`config.mk`:
```
export PLATFORM = sky130hd
export DESIGN_NAME = block_quant_dequantizer
export DESIGN_NICKNAME = d
export VERILOG_FILES = /design/src/rtl/bqd_pkg.sv /design/src/rtl/bqd_lane.sv /design/src/rtl/block_quant_dequantizer.sv
export SDC_FILE = /design/constraint.sdc
export NUM_CORES = 2
export LEC_CHECK = 0
export BUFFER_PORTS_ARGS = -buffer_cell sky130_fd_sc_hd__buf_2
export CAP_MARGIN = 20
export CORE_MARGIN = 3
export CORE_UTILIZATION = 30
export CTS_CLUSTER_SIZE = 24
export DETAILED_ROUTE_END_ITERATION = 8
export PLACE_DENSITY_LB_ADDON = 0.15
export RECOVER_POWER = 100
export SETUP_SLACK_MARGIN = 0.4
export SLEW_MARGIN = 20
export SYNTH_ARGS = -nofsm -noshare
export SYNTH_HDL_FRONTEND = slang
export SYNTH_SLANG_ARGS = --single-unit
```
`constraint.sdc`:
```
create_clock -name clk -period 24.4 [get_ports clk]
set_input_delay 3.66 -clock clk [delete_from_list [all_inputs] [get_ports clk]]
set_output_delay 3.66 -clock clk [all_outputs]
set_load 0.005 [all_outputs]
```
`src/rtl/bqd_pkg.sv`:
```
// Package: formats, constants and float helpers for the block dequantiser.
`default_nettype none
package bqd_pkg;
    localparam int LANES          = 4;
    localparam int BLOCK_ELEMENTS = 32;
    localparam int GROUPS         = BLOCK_ELEMENTS / LANES;
    localparam int GRP_W          = $clog2(GROUPS);

    typedef enum logic [1:0] {
        FMT_F32  = 2'd0,
        FMT_F16  = 2'd1,
        FMT_Q4_0 = 2'd2,
        FMT_Q8_0 = 2'd3
    } fmt_t;

    localparam logic [31:0] EXP_ALL   = 32'h7F80_0000;
    localparam logic [31:0] QNAN_DEF  = 32'h7FC0_0000;
    localparam logic [31:0] QUIET_BIT = 32'h0040_0000;

    // Exact half to single conversion.
    function automatic logic [31:0] half_to_single(input logic [15:0] h);
        logic [4:0]  ex;
        logic [9:0]  mant;
        logic [31:0] res;
        logic [3:0]  lz;
        logic [10:0] norm;
        ex   = h[14:10];
        mant = h[9:0];
        lz   = 4'd0;
        for (int b = 0; b < 10; b++)
        begin
            if (mant[b])
                lz = 4'(9 - b);
        end
        norm = {1'b0, mant} << (lz + 4'd1);
        if (ex == 5'd0)
        begin
            if (mant == 10'd0)
                res = {h[15], 31'd0};
            else
                res = {h[15], 8'(8'd112 - {4'd0, lz}), norm[9:0], 13'd0};
        end
        else if (ex == 5'h1F)
            res = {h[15], 31'd0} | EXP_ALL | {9'd0, mant, 13'd0};
        else
            res = {h[15], 8'({3'd0, ex} + 8'd112), mant, 13'd0};
        return res;
    endfunction
endpackage
`default_nettype wire

```
`src/rtl/bqd_lane.sv`:
```
// One lane: integer times half scale, or a raw value passed through, in three register stages.
`default_nettype none
module bqd_lane
    import bqd_pkg::*;
(
    input  wire logic        clk,
    input  wire logic        adv,
    input  wire logic        is_scaled,
    input  wire logic [15:0] scale,
    input  wire logic [31:0] raw,
    input  wire logic [7:0]  qval,
    output logic [31:0]      result
);
    // stage 1: operand split and special cases
    logic        s1_spec_reg;
    logic [31:0] s1_spec_val_reg;
    logic        s1_sign_reg;
    logic [10:0] s1_m_reg;
    logic [7:0]  s1_mag_reg;
    logic [4:0]  s1_e_reg;
    // stage 2: product
    logic        s2_spec_reg;
    logic [31:0] s2_spec_val_reg;
    logic        s2_sign_reg;
    logic [18:0] s2_p_reg;
    logic [4:0]  s2_e_reg;

    logic        neg;
    logic [7:0]  mag;
    logic [4:0]  ex;
    logic [9:0]  mant;
    logic        sgn;
    logic        spec_next;
    logic [31:0] spec_val_next;
    logic [4:0]  t;
    logic [18:0] pn;

    always_comb
    begin
        neg  = qval[7];
        mag  = neg ? 8'(-qval) : qval;
        ex   = scale[14:10];
        mant = scale[9:0];
        sgn  = scale[15] ^ neg;
        spec_next     = 1'b1;
        spec_val_next = raw;
        if (is_scaled)
        begin
            if (ex == 5'h1F)
            begin
                if (mant != 10'd0)
                    spec_val_next = half_to_single(scale) | QUIET_BIT;
                else if (mag == 8'd0)
                    spec_val_next = QNAN_DEF;
                else
                    spec_val_next = {sgn, 31'd0} | EXP_ALL;
            end
            else if ((ex == 5'd0 && mant == 10'd0) || mag == 8'd0)
                spec_val_next = {sgn, 31'd0};
            else
                spec_next = 1'b0;
        end
    end

    always_ff @(posedge clk)
    begin
        if (adv)
        begin
            s1_spec_reg     <= spec_next;
            s1_spec_val_reg <= spec_val_next;
            s1_sign_reg     <= sgn;
            s1_m_reg        <= (ex != 5'd0) ? {1'b1, mant} : {1'b0, mant};
            s1_e_reg        <= (ex != 5'd0) ? ex : 5'd1;
            s1_mag_reg      <= mag;
            s2_spec_reg     <= s1_spec_reg;
            s2_spec_val_reg <= s1_spec_val_reg;
            s2_sign_reg     <= s1_sign_reg;
            s2_e_reg        <= s1_e_reg;
            s2_p_reg        <= 19'(s1_m_reg * s1_mag_reg);
        end
    end

    always_comb
    begin
        t = 5'd0;
        for (int b = 0; b < 19; b++)
        begin
            if (s2_p_reg[b])
                t = 5'(b);
        end
        pn = s2_p_reg << (5'd18 - t);
    end

    always_ff @(posedge clk)
    begin
        if (adv)
        begin
            if (s2_spec_reg)
                result <= s2_spec_val_reg;
            else
                result <= {s2_sign_reg, 8'({3'd0, t} + {3'd0, s2_e_reg} + 8'd102),
                           pn[17:0], 5'd0};
        end
    end
endmodule
`default_nettype wire

```
`src/rtl/block_quant_dequantizer.sv`:
```
// Top level: block dequantiser, four single lanes per output beat.
//  channel | signals                             | dir
//  cfg     | cfg_valid cfg_ready cfg_data[1:0]   | in
//  in      | in_valid in_stall scale_half data_* | in
//  out     | out_valid out_stall lane0-3 last    | out
// f32/f16 beats give one output beat; Q4_0/Q8_0 give eight, one per cycle while
// out_stall is low, set by the output width of four lanes. The sequencer feeds
// the three lane register stages directly. Reset is asynchronous and sets format
// to Q4_0. A stall under a valid output freezes the whole pipe; nothing is lost.
`default_nettype none
module block_quant_dequantizer
    import bqd_pkg::*;
(
    input  wire logic        clk,
    input  wire logic        rst_n,
    input  wire logic        cfg_valid,
    output logic             cfg_ready,
    input  wire logic [1:0]  cfg_data,
    input  wire logic        in_valid,
    output logic             in_stall,
    input  wire logic [15:0] scale_half,
    input  wire logic [63:0] data_word0,
    input  wire logic [63:0] data_word1,
    input  wire logic [63:0] data_word2,
    input  wire logic [63:0] data_word3,
    output logic             out_valid,
    input  wire logic        out_stall,
    output logic [31:0]      lane0,
    output logic [31:0]      lane1,
    output logic [31:0]      lane2,
    output logic [31:0]      lane3,
    output logic             last_of_block
);
    fmt_t             fmt_reg;
    logic             busy_reg;
    logic [GRP_W-1:0] grp_reg;
    logic [GRP_W-1:0] grp_next;
    logic [15:0]      sc_reg;
    logic [255:0]     dat_reg;
    logic [2:0]       vld_reg;
    logic [2:0]       lst_reg;
    logic             adv;
    logic             blockfmt;
    logic             s0_valid;
    logic             s0_last;
    logic [GRP_W-1:0] g;
    logic [31:0]      raw   [LANES];
    logic [7:0]       q     [LANES];
    logic [31:0]      res   [LANES];
    logic [255:0]     cur_dat;
    logic [15:0]      cur_sc;

    assign cfg_ready = 1'b1;
    assign adv       = !(vld_reg[2] && out_stall);
    assign blockfmt  = fmt_reg[1];
    // take a new beat whenever the block sequencer is free and the pipe is not stalled
    assign in_stall  = busy_reg || !adv;

    always_comb
    begin
        s0_valid = busy_reg || in_valid;
        cur_dat  = busy_reg ? dat_reg : {data_word3, data_word2, data_word1, data_word0};
        cur_sc   = busy_reg ? sc_reg : scale_half;
        g        = busy_reg ? grp_reg : '0;
        grp_next = GRP_W'(g + 1'b1);
        s0_last  = !blockfmt || (g == GRP_W'(GROUPS - 1));
        for (int j = 0; j < LANES; j++)
        begin
            raw[j] = '0;
            q[j]   = '0;
            unique case (fmt_reg)
                FMT_F32:  raw[j] = cur_dat[32*j +: 32];
                FMT_F16:  raw[j] = half_to_single(cur_dat[16*j +: 16]);
                FMT_Q4_0:
                begin
                    // low nibbles then high nibbles, minus eight
                    if (g[2])
                        q[j] = 8'({4'd0, cur_dat[8*(((4*g)+j)%16) + 4 +: 4]}) - 8'd8;
                    else
                        q[j] = 8'({4'd0, cur_dat[8*(((4*g)+j)%16) +: 4]}) - 8'd8;
                end
                FMT_Q8_0: q[j] = cur_dat[8*((4*g)+j) +: 8];
                default:  raw[j] = '0;
            endcase
        end
    end

    always_ff @(posedge clk or negedge rst_n)
    begin
        if (!rst_n)
        begin
            fmt_reg  <= FMT_Q4_0;
            busy_reg <= 1'b0;
            grp_reg  <= '0;
            vld_reg  <= '0;
            lst_reg  <= '0;
        end
        else
        begin
            if (cfg_valid)
                fmt_reg <= fmt_t'(cfg_data);
            if (adv)
            begin
                vld_reg <= {vld_reg[1:0], s0_valid};
                lst_reg <= {lst_reg[1:0], s0_last};
                if (s0_valid)
                begin
                    busy_reg <= !s0_last;
                    grp_reg  <= grp_next;
                end
            end
        end
    end

    always_ff @(posedge clk)
    begin
        if (adv && !busy_reg && in_valid)
        begin
            dat_reg <= cur_dat;
            sc_reg  <= cur_sc;
        end
    end

    for (genvar j = 0; j < LANES; j++)
    begin : g_lane
        bqd_lane u_lane (
            .clk       (clk),
            .adv       (adv),
            .is_scaled (blockfmt),
            .scale     (cur_sc),
            .raw       (raw[j]),
            .qval      (q[j]),
            .result    (res[j])
        );
    end

    assign out_valid     = vld_reg[2];
    assign last_of_block = lst_reg[2];
    assign lane0 = res[0];
    assign lane1 = res[1];
    assign lane2 = res[2];
    assign lane3 = res[3];

    a_hold: assert property (@(posedge clk) disable iff (!rst_n)
        out_valid && out_stall |=> out_valid && $stable(lane0))
        else $error("result moved under stall");
    a_noacc_busy: assert property (@(posedge clk) disable iff (!rst_n)
        busy_reg |-> in_stall)
        else $error("beat accepted mid block");
    a_grp: assert property (@(posedge clk) disable iff (!rst_n)
        busy_reg |-> blockfmt)
        else $error("sequencer busy outside a block format");
endmodule
`default_nettype wire

```
Yosys cells after proc, flatten, opt, wreduce, memory -nomap -nowiden
Index checks and enable logic that the tools add are counted.

word-level totals
  flip-flop bits (word level) = 813
  logic and storage cells = 366
  input port bits = 279

cells by class
  shift operators = 21
  equality and inequality tests = 9
  bitwise operators = 11
  reduce and logical (&&, ||, !) cells = 34
  add/sub/neg operators = 46
  multiplexer cells = 191
  multiply operators = 4

operators by type and width
  cell                   count
  $mux W32               33
  $shiftx A256 B8 Y4     4
  $shiftx A256 B9 Y4     4
  $shiftx A256 B10 Y8    3
  $mux W4                89
  $mux W256              1
  $pmux W32 S2           4
  $shiftx A256 B9 Y8     1
  $or A32 B23 Y32        5
  $mux W31               5
  $mul A11 B8 Y19        4
  $shl A19 B5 Y18        4
  $mux W8                8
  $pmux W8 S2            4
  $mux W5                12
  $mux W3                17
  $logic_not A10 Y1      5
  $shl A10 B4 Y10        5
  $sub A4 B4 Y5 const B  8
  $sub A7 B4 Y8 const A  5
  $add A5 B7 Y8 const B  4
  $add A7 B3 Y8 const B  4
  $add A8 B7 Y8 const B  4
  $logic_not A8 Y1       4
  26 further kinds       79

Logic depth before layout (Yosys ltp)
  word-level depth = 21
  depth in mapped cells = 20
  mapped depth without buffers = 19

Modules after synthesis
A second synthesis with hierarchy kept.

second synthesis, totals
  cells, all modules = 5030
  area, all modules = 56614.3 um^2

modules (own cells, without submodules)
  module                           sequential area each (um^2)  times used  area each (um^2)  cells an instance
  block_quant_dequantizer          8469.4                       1           19229.7           1836
  bqd_lane (g_lane[1].u_lane ...)  4444.3                       2           9336.5            795
  bqd_lane (g_lane[0].u_lane)      4444.3                       1           9399.0            809
  bqd_lane (g_lane[3].u_lane)      4444.3                       1           9312.7            795

Worst setup path before layout
Ideal clock, no wire load.

  path type = input-to-reg
  start = in out_stall
  end = reg lst_reg[1]
  stages = 3
  slack = 4078 ps
  buffers on the path = 1
  arrival time = 20176 ps
  cell sequence = nand2_1 -> clkbuf_1 -> mux2_2

between the ends
  longest elaborated chain between the ends = 1

RTL lines
  what                  RTL line                        RTL
  from (decl)           block_quant_dequantizer.sv:27   input wire logic out_stall,
  $logic_and A1 B1 Y1   block_quant_dequantizer.sv:54   assign adv = !(vld_reg[2] && out_stall);
  to (signal assigned)  block_quant_dequantizer.sv:105  lst_reg <= {lst_reg[1:0], s0_last};
  to (decl)             block_quant_dequantizer.sv:41   logic [2:0] lst_reg;

Every way passes these cells.
A chain may end at the register's enable or synchronous reset.

Worst setup path in the final report
  start = in out_stall
  end = reg g_lane[2].u_lane.result[29] (enable)

between the ends
  longest elaborated chain between the ends = 1

RTL lines
  what                  RTL line                       RTL
  $logic_and A1 B1 Y1   block_quant_dequantizer.sv:54
  to (signal assigned)  bqd_lane.sv:99                 result <= s2_spec_val_reg;
  to (signal assigned)  bqd_lane.sv:101                result <= {s2_sign_reg, 8'({3'd0, t} + {3'd0, s2_e_reg} + 8'd102),
  to (decl)             bqd_lane.sv:12                 output logic [31:0] result

Every way passes these cells.

==> impl_metrics.csv <==
group,metric,value,unit
run_status,status,"finished with violations",
run_status,failing_checks,"capacitance limit, slew limit",
final_layout,areaGrowthSynthToFinish,13.5,%
synth,synth.top_cell.area_share,0.455,
timing,setup_total_negative_slack,0,ps
synth,yosys_register_bits,813,
clock_network,htreeDepth,3,
routing,firstDrtPassIters,6,
synth,ys_types,106,
grt,global_route_wire_length_before_repair,279000,um
synth,asyncSetResetFlopFracSynth,0.0148,
pwr,leakagePower,0.0233,uW
clock_network,clock_sinks,813,
setup_path,critical_path.startpoint_type,"input port",
placement,gp_routability_congestion,0.945,
grt,grt_max_degree,139,
grt,antenna_violations_before_repair,69,
routing,drt_drc_violations_left,0,
synth,synth_enable_flop_cells,801,
synth,synth_sequential_area_ratio,0.461,
clock_network,post-cts-setup-buffers,0,
setup_path,worst_path_largest_cell_delay,2810,ps
setup_path,critPathKind,"in2reg",
setup_path,worst_r2r_path_depth,5,
routing,ant_nets,0,
die,std_cell_rows,153,
pwr,netSwitchingPower,4180,uW
run,drv.max_cap_violation_count,17,
clock_network,clock_tree_from_tritoncts,"yes",
die,initial_utilization,0.303,
routing,detail_route.vias_per_cell,5.16,
clock_network,clk_transition_reported_paths,60,ps
final_layout,layout_commonest_cell,"sky130_fd_sc_hd__edfxtp_1",
synth,post-synth-top-area-cell,"sky130_fd_sc_hd__edfxtp_1",
pwr,share_clk_of_total_power,0.150,
timing,timing.final.hold_violations,0,
synth,syn-mean-instance-area,11.5,um^2
timing,tightest_slew,4130,ps
pwr,p_comb_frac,0.573,
die,floorplan.core_area,0.175,mm^2
final_layout,largest_register_ffs,256,
setup_path,worstSetupEndpointType,"register",
pwr,switching_portion_of_total_power,0.451,
pwr,cell_internal_pwr,5090,uW
final_layout,finalCoreUtilization,0.344,
hold_path,hold_path_depth,0,
setup_path,crit_path_max_fanout,78,
routing,first_iter_violations,3110,
timing,timing.final.crit_period,14000,ps
setup_path,critPathArrivalTime,14330,ps
timing,finalCritPeriodShare,0.574,
grt,groute.usage.overall,0.212,
timing,finalWorstSetupSlack,10400,ps
synth,total_nets_after_synthesis,5306,
setup_path,critical_path_most_common_cell,"sky130_fd_sc_hd__clkbuf_1",
grt,global_route.overflow_total,0,
final_layout,most-common-layout-cells,"sky130_fd_sc_hd__edfxtp_1, sky130_fd_sc_hd__nand2_1, sky130_fd_sc_hd__inv_1, sky130_fd_sc_hd__buf_2, sky130_fd_sc_hd__fa_1",
clock_network,cts-hold-fix-buffers,0,
synth,synth_top_cells_by_area,"sky130_fd_sc_hd__edfxtp_1, sky130_fd_sc_hd__fa_1, sky130_fd_sc_hd__mux2_2",
placement,port_buffers,409,
die,count_of_boundary_i_o_pins,411,
synth,synth_area,0.0529,mm^2
pwr,irDropWorstVdd,0.0000867,V
die,die-width,426,um
final_layout,drive_above_1_share,0.139,
setup_path,path_cells,"buf_2, nand2_1, clkbuf_1, clkbuf_1, clkbuf_1, buf_4",
timing,max_freq,0.0714,GHz
routing,wire_per_inst,26.4,um
routing,dr_total_vias,38100,
timing,setup_viol_count_final,0,
setup_path,critical_path.slowest_cell,"sky130_fd_sc_hd__clkbuf_1",
final_layout,n_fill_cell,17700,
timing,grt_setup_unrepaired,"false",
grt,vias_in_the_first_global_route,38500,
final_layout,final_net_count,5640,
synth,ys.warnings.count,0,
synth,ys_dominant_reg_cell,"sky130_fd_sc_hd__edfxtp_1",
die,die_height,426,um
clock_network,clock_insertion_delay_worst_skew,720,ps
clock_network,cts-root-buf,"sky130_fd_sc_hd__clkbuf_16",
timing,drv_slew,850,
die,die_area,0.181,mm^2
clock_network,ctsLongestPathBuffers,3,
timing,timing.clock.skew,34.6,ps
routing,drt-total-wl,195000,um
hold_path,worstHoldPathType,"reg2reg",
placement,post-place-ws,15970,ps
timing,normalized_max_slew_margin,-1.76,
clock_network,post_cts_resize_count,0,
setup_path,critPathRequiredTime,24730,ps
pwr,power_frac_seq,0.277,
pwr,power_per_cell_area,154,mW/mm^2
clock_network,cts-buffers-inserted,95,
synth,synthesis.instances,4608,
placement,place_hpwl,150000,um
-- stage by stage --
stage | hold slack, ps | instances | cell area (um^2) | total power, uW
2_1_floorplan | 400 | 4608 | 52900 | 6330
3_3_place_gp | 402 | 7170 | 57300 | 7960
3_5_place_dp | 405 | 7170 | 57300 | 7960
4_1_cts | 401 | 7339 | 60300 | 9410
5_1_grt | 407 | 7354 | 59900 | 10000
6_report | 392 | 7383 | 60000 | 9270
-- final timing paths --
path / from / to / slack [ps]
min in group asynchronous: rst_n / lst_reg[0]$_DFFE_PN0N_ / 2970
min reg2reg: g_lane[2].u_lane.s1_spec_val_reg[11]$_DFFE_PN_ / g_lane[2].u_lane.s2_spec_val_reg[11]$_DFFE_PN_ / 390
max in group asynchronous: rst_n / busy_reg$_DFFE_PN0P_ / 20890
min: g_lane[2].u_lane.s1_spec_val_reg[11]$_DFFE_PN_ / g_lane[2].u_lane.s2_spec_val_reg[11]$_DFFE_PN_ / 390
max: out_stall / g_lane[2].u_lane.result[29]$_DFFE_PN_ / 10400
max reg2reg: vld_reg[2]$_DFFE_PN0N_ / g_lane[2].u_lane.result[29]$_DFFE_PN_ / 13050
-- layer usage --
layer | vias to the layer above | wire length [um] | global-route usage
li1 | 17400 | - | -
met5 | - | 239 | 0
met1 | 19100 | 78300 | 0.262
met2 | 1175 | 92000 | 0.344
met4 | 40 | 12600 | 0.124
met3 | 353 | 11800 | 0.0410
-- cells by family (layout without fill, tap and decap cells) --
logic type	after synthesis	count (layout)	share of synthesized area
adders and majority gates	419	419	0.130
muxes	531	531	0.119
other	1	45	0.0000709
AOI/OAI and AO/OA	831	831	0.104
and+or+nand+nor	1289	1289	0.120
buffers and inverters	607	1013	0.0472
DFF	813	813	0.461
xor gates and xnor gates	117	117	0.0194
-- cells in the mapped netlist (19+ instances only) --
master and number:
sky130_fd_sc_hd__nand2b_1 50, sky130_fd_sc_hd__a21o_1 34, sky130_fd_sc_hd__nor4_1 23, sky130_fd_sc_hd__o21ai_0 196, sky130_fd_sc_hd__inv_1 354, sky130_fd_sc_hd__buf_2 39
sky130_fd_sc_hd__edfxtp_1 801, sky130_fd_sc_hd__o211ai_1 30, sky130_fd_sc_hd__clkbuf_1 166, sky130_fd_sc_hd__nand3_1 48, sky130_fd_sc_hd__or3_1 19, sky130_fd_sc_hd__xor2_1 40
sky130_fd_sc_hd__o31ai_1 36, sky130_fd_sc_hd__nor3_1 71, sky130_fd_sc_hd__nor2b_1 33, sky130_fd_sc_hd__o22ai_1 21, sky130_fd_sc_hd__nor2_1 216, sky130_fd_sc_hd__a22o_1 24
sky130_fd_sc_hd__a31oi_1 29, sky130_fd_sc_hd__a211oi_1 31, sky130_fd_sc_hd__nand2_1 477, sky130_fd_sc_hd__fa_1 220, sky130_fd_sc_hd__o221ai_1 23, sky130_fd_sc_hd__mux4_2 48
sky130_fd_sc_hd__ha_1 199, sky130_fd_sc_hd__xnor2_1 77, sky130_fd_sc_hd__a21oi_1 208, sky130_fd_sc_hd__mux2_2 266, sky130_fd_sc_hd__and2_1 247, sky130_fd_sc_hd__mux2i_1 212
-- critical path, delay by kind of cell --
kind                   cells  cell delay, ps
and+or+nand+nor            1            1640
buffers and inverters      5            8800
-- power by group through the flow --
stage / clock network, uW / registers [uW] / logic [uW]
after detailed placement: 0 / 2580 / 5380
after floorplan: 0 / 2440 / 3880
final: 1390 / 2560 / 5310
after global placement: 0 / 2580 / 5380
after global routing: 1490 / 2610 / 5950
after CTS: 1430 / 2560 / 5430
-- area by class of cell --
| class | instances | area [um^2] | share of cell area |
|---|---|---|---|
| Clock inverter | 52 | 438 | 0.00730 |
| Clock buffer | 117 | 2520 | 0.0421 |
| Multi-Input combinational cell | 3188 | 26000 | 0.433 |
| Tap cell | 2325 | 2910 | 0.0485 |
| Inverter | 363 | 1360 | 0.0227 |
| Sequential cell | 813 | 24400 | 0.406 |
| Timing Repair Buffer | 481 | 2290 | 0.0382 |
| Antenna cell | 44 | 110 | 0.00184 |
Power figures use the tool's default switching activity.
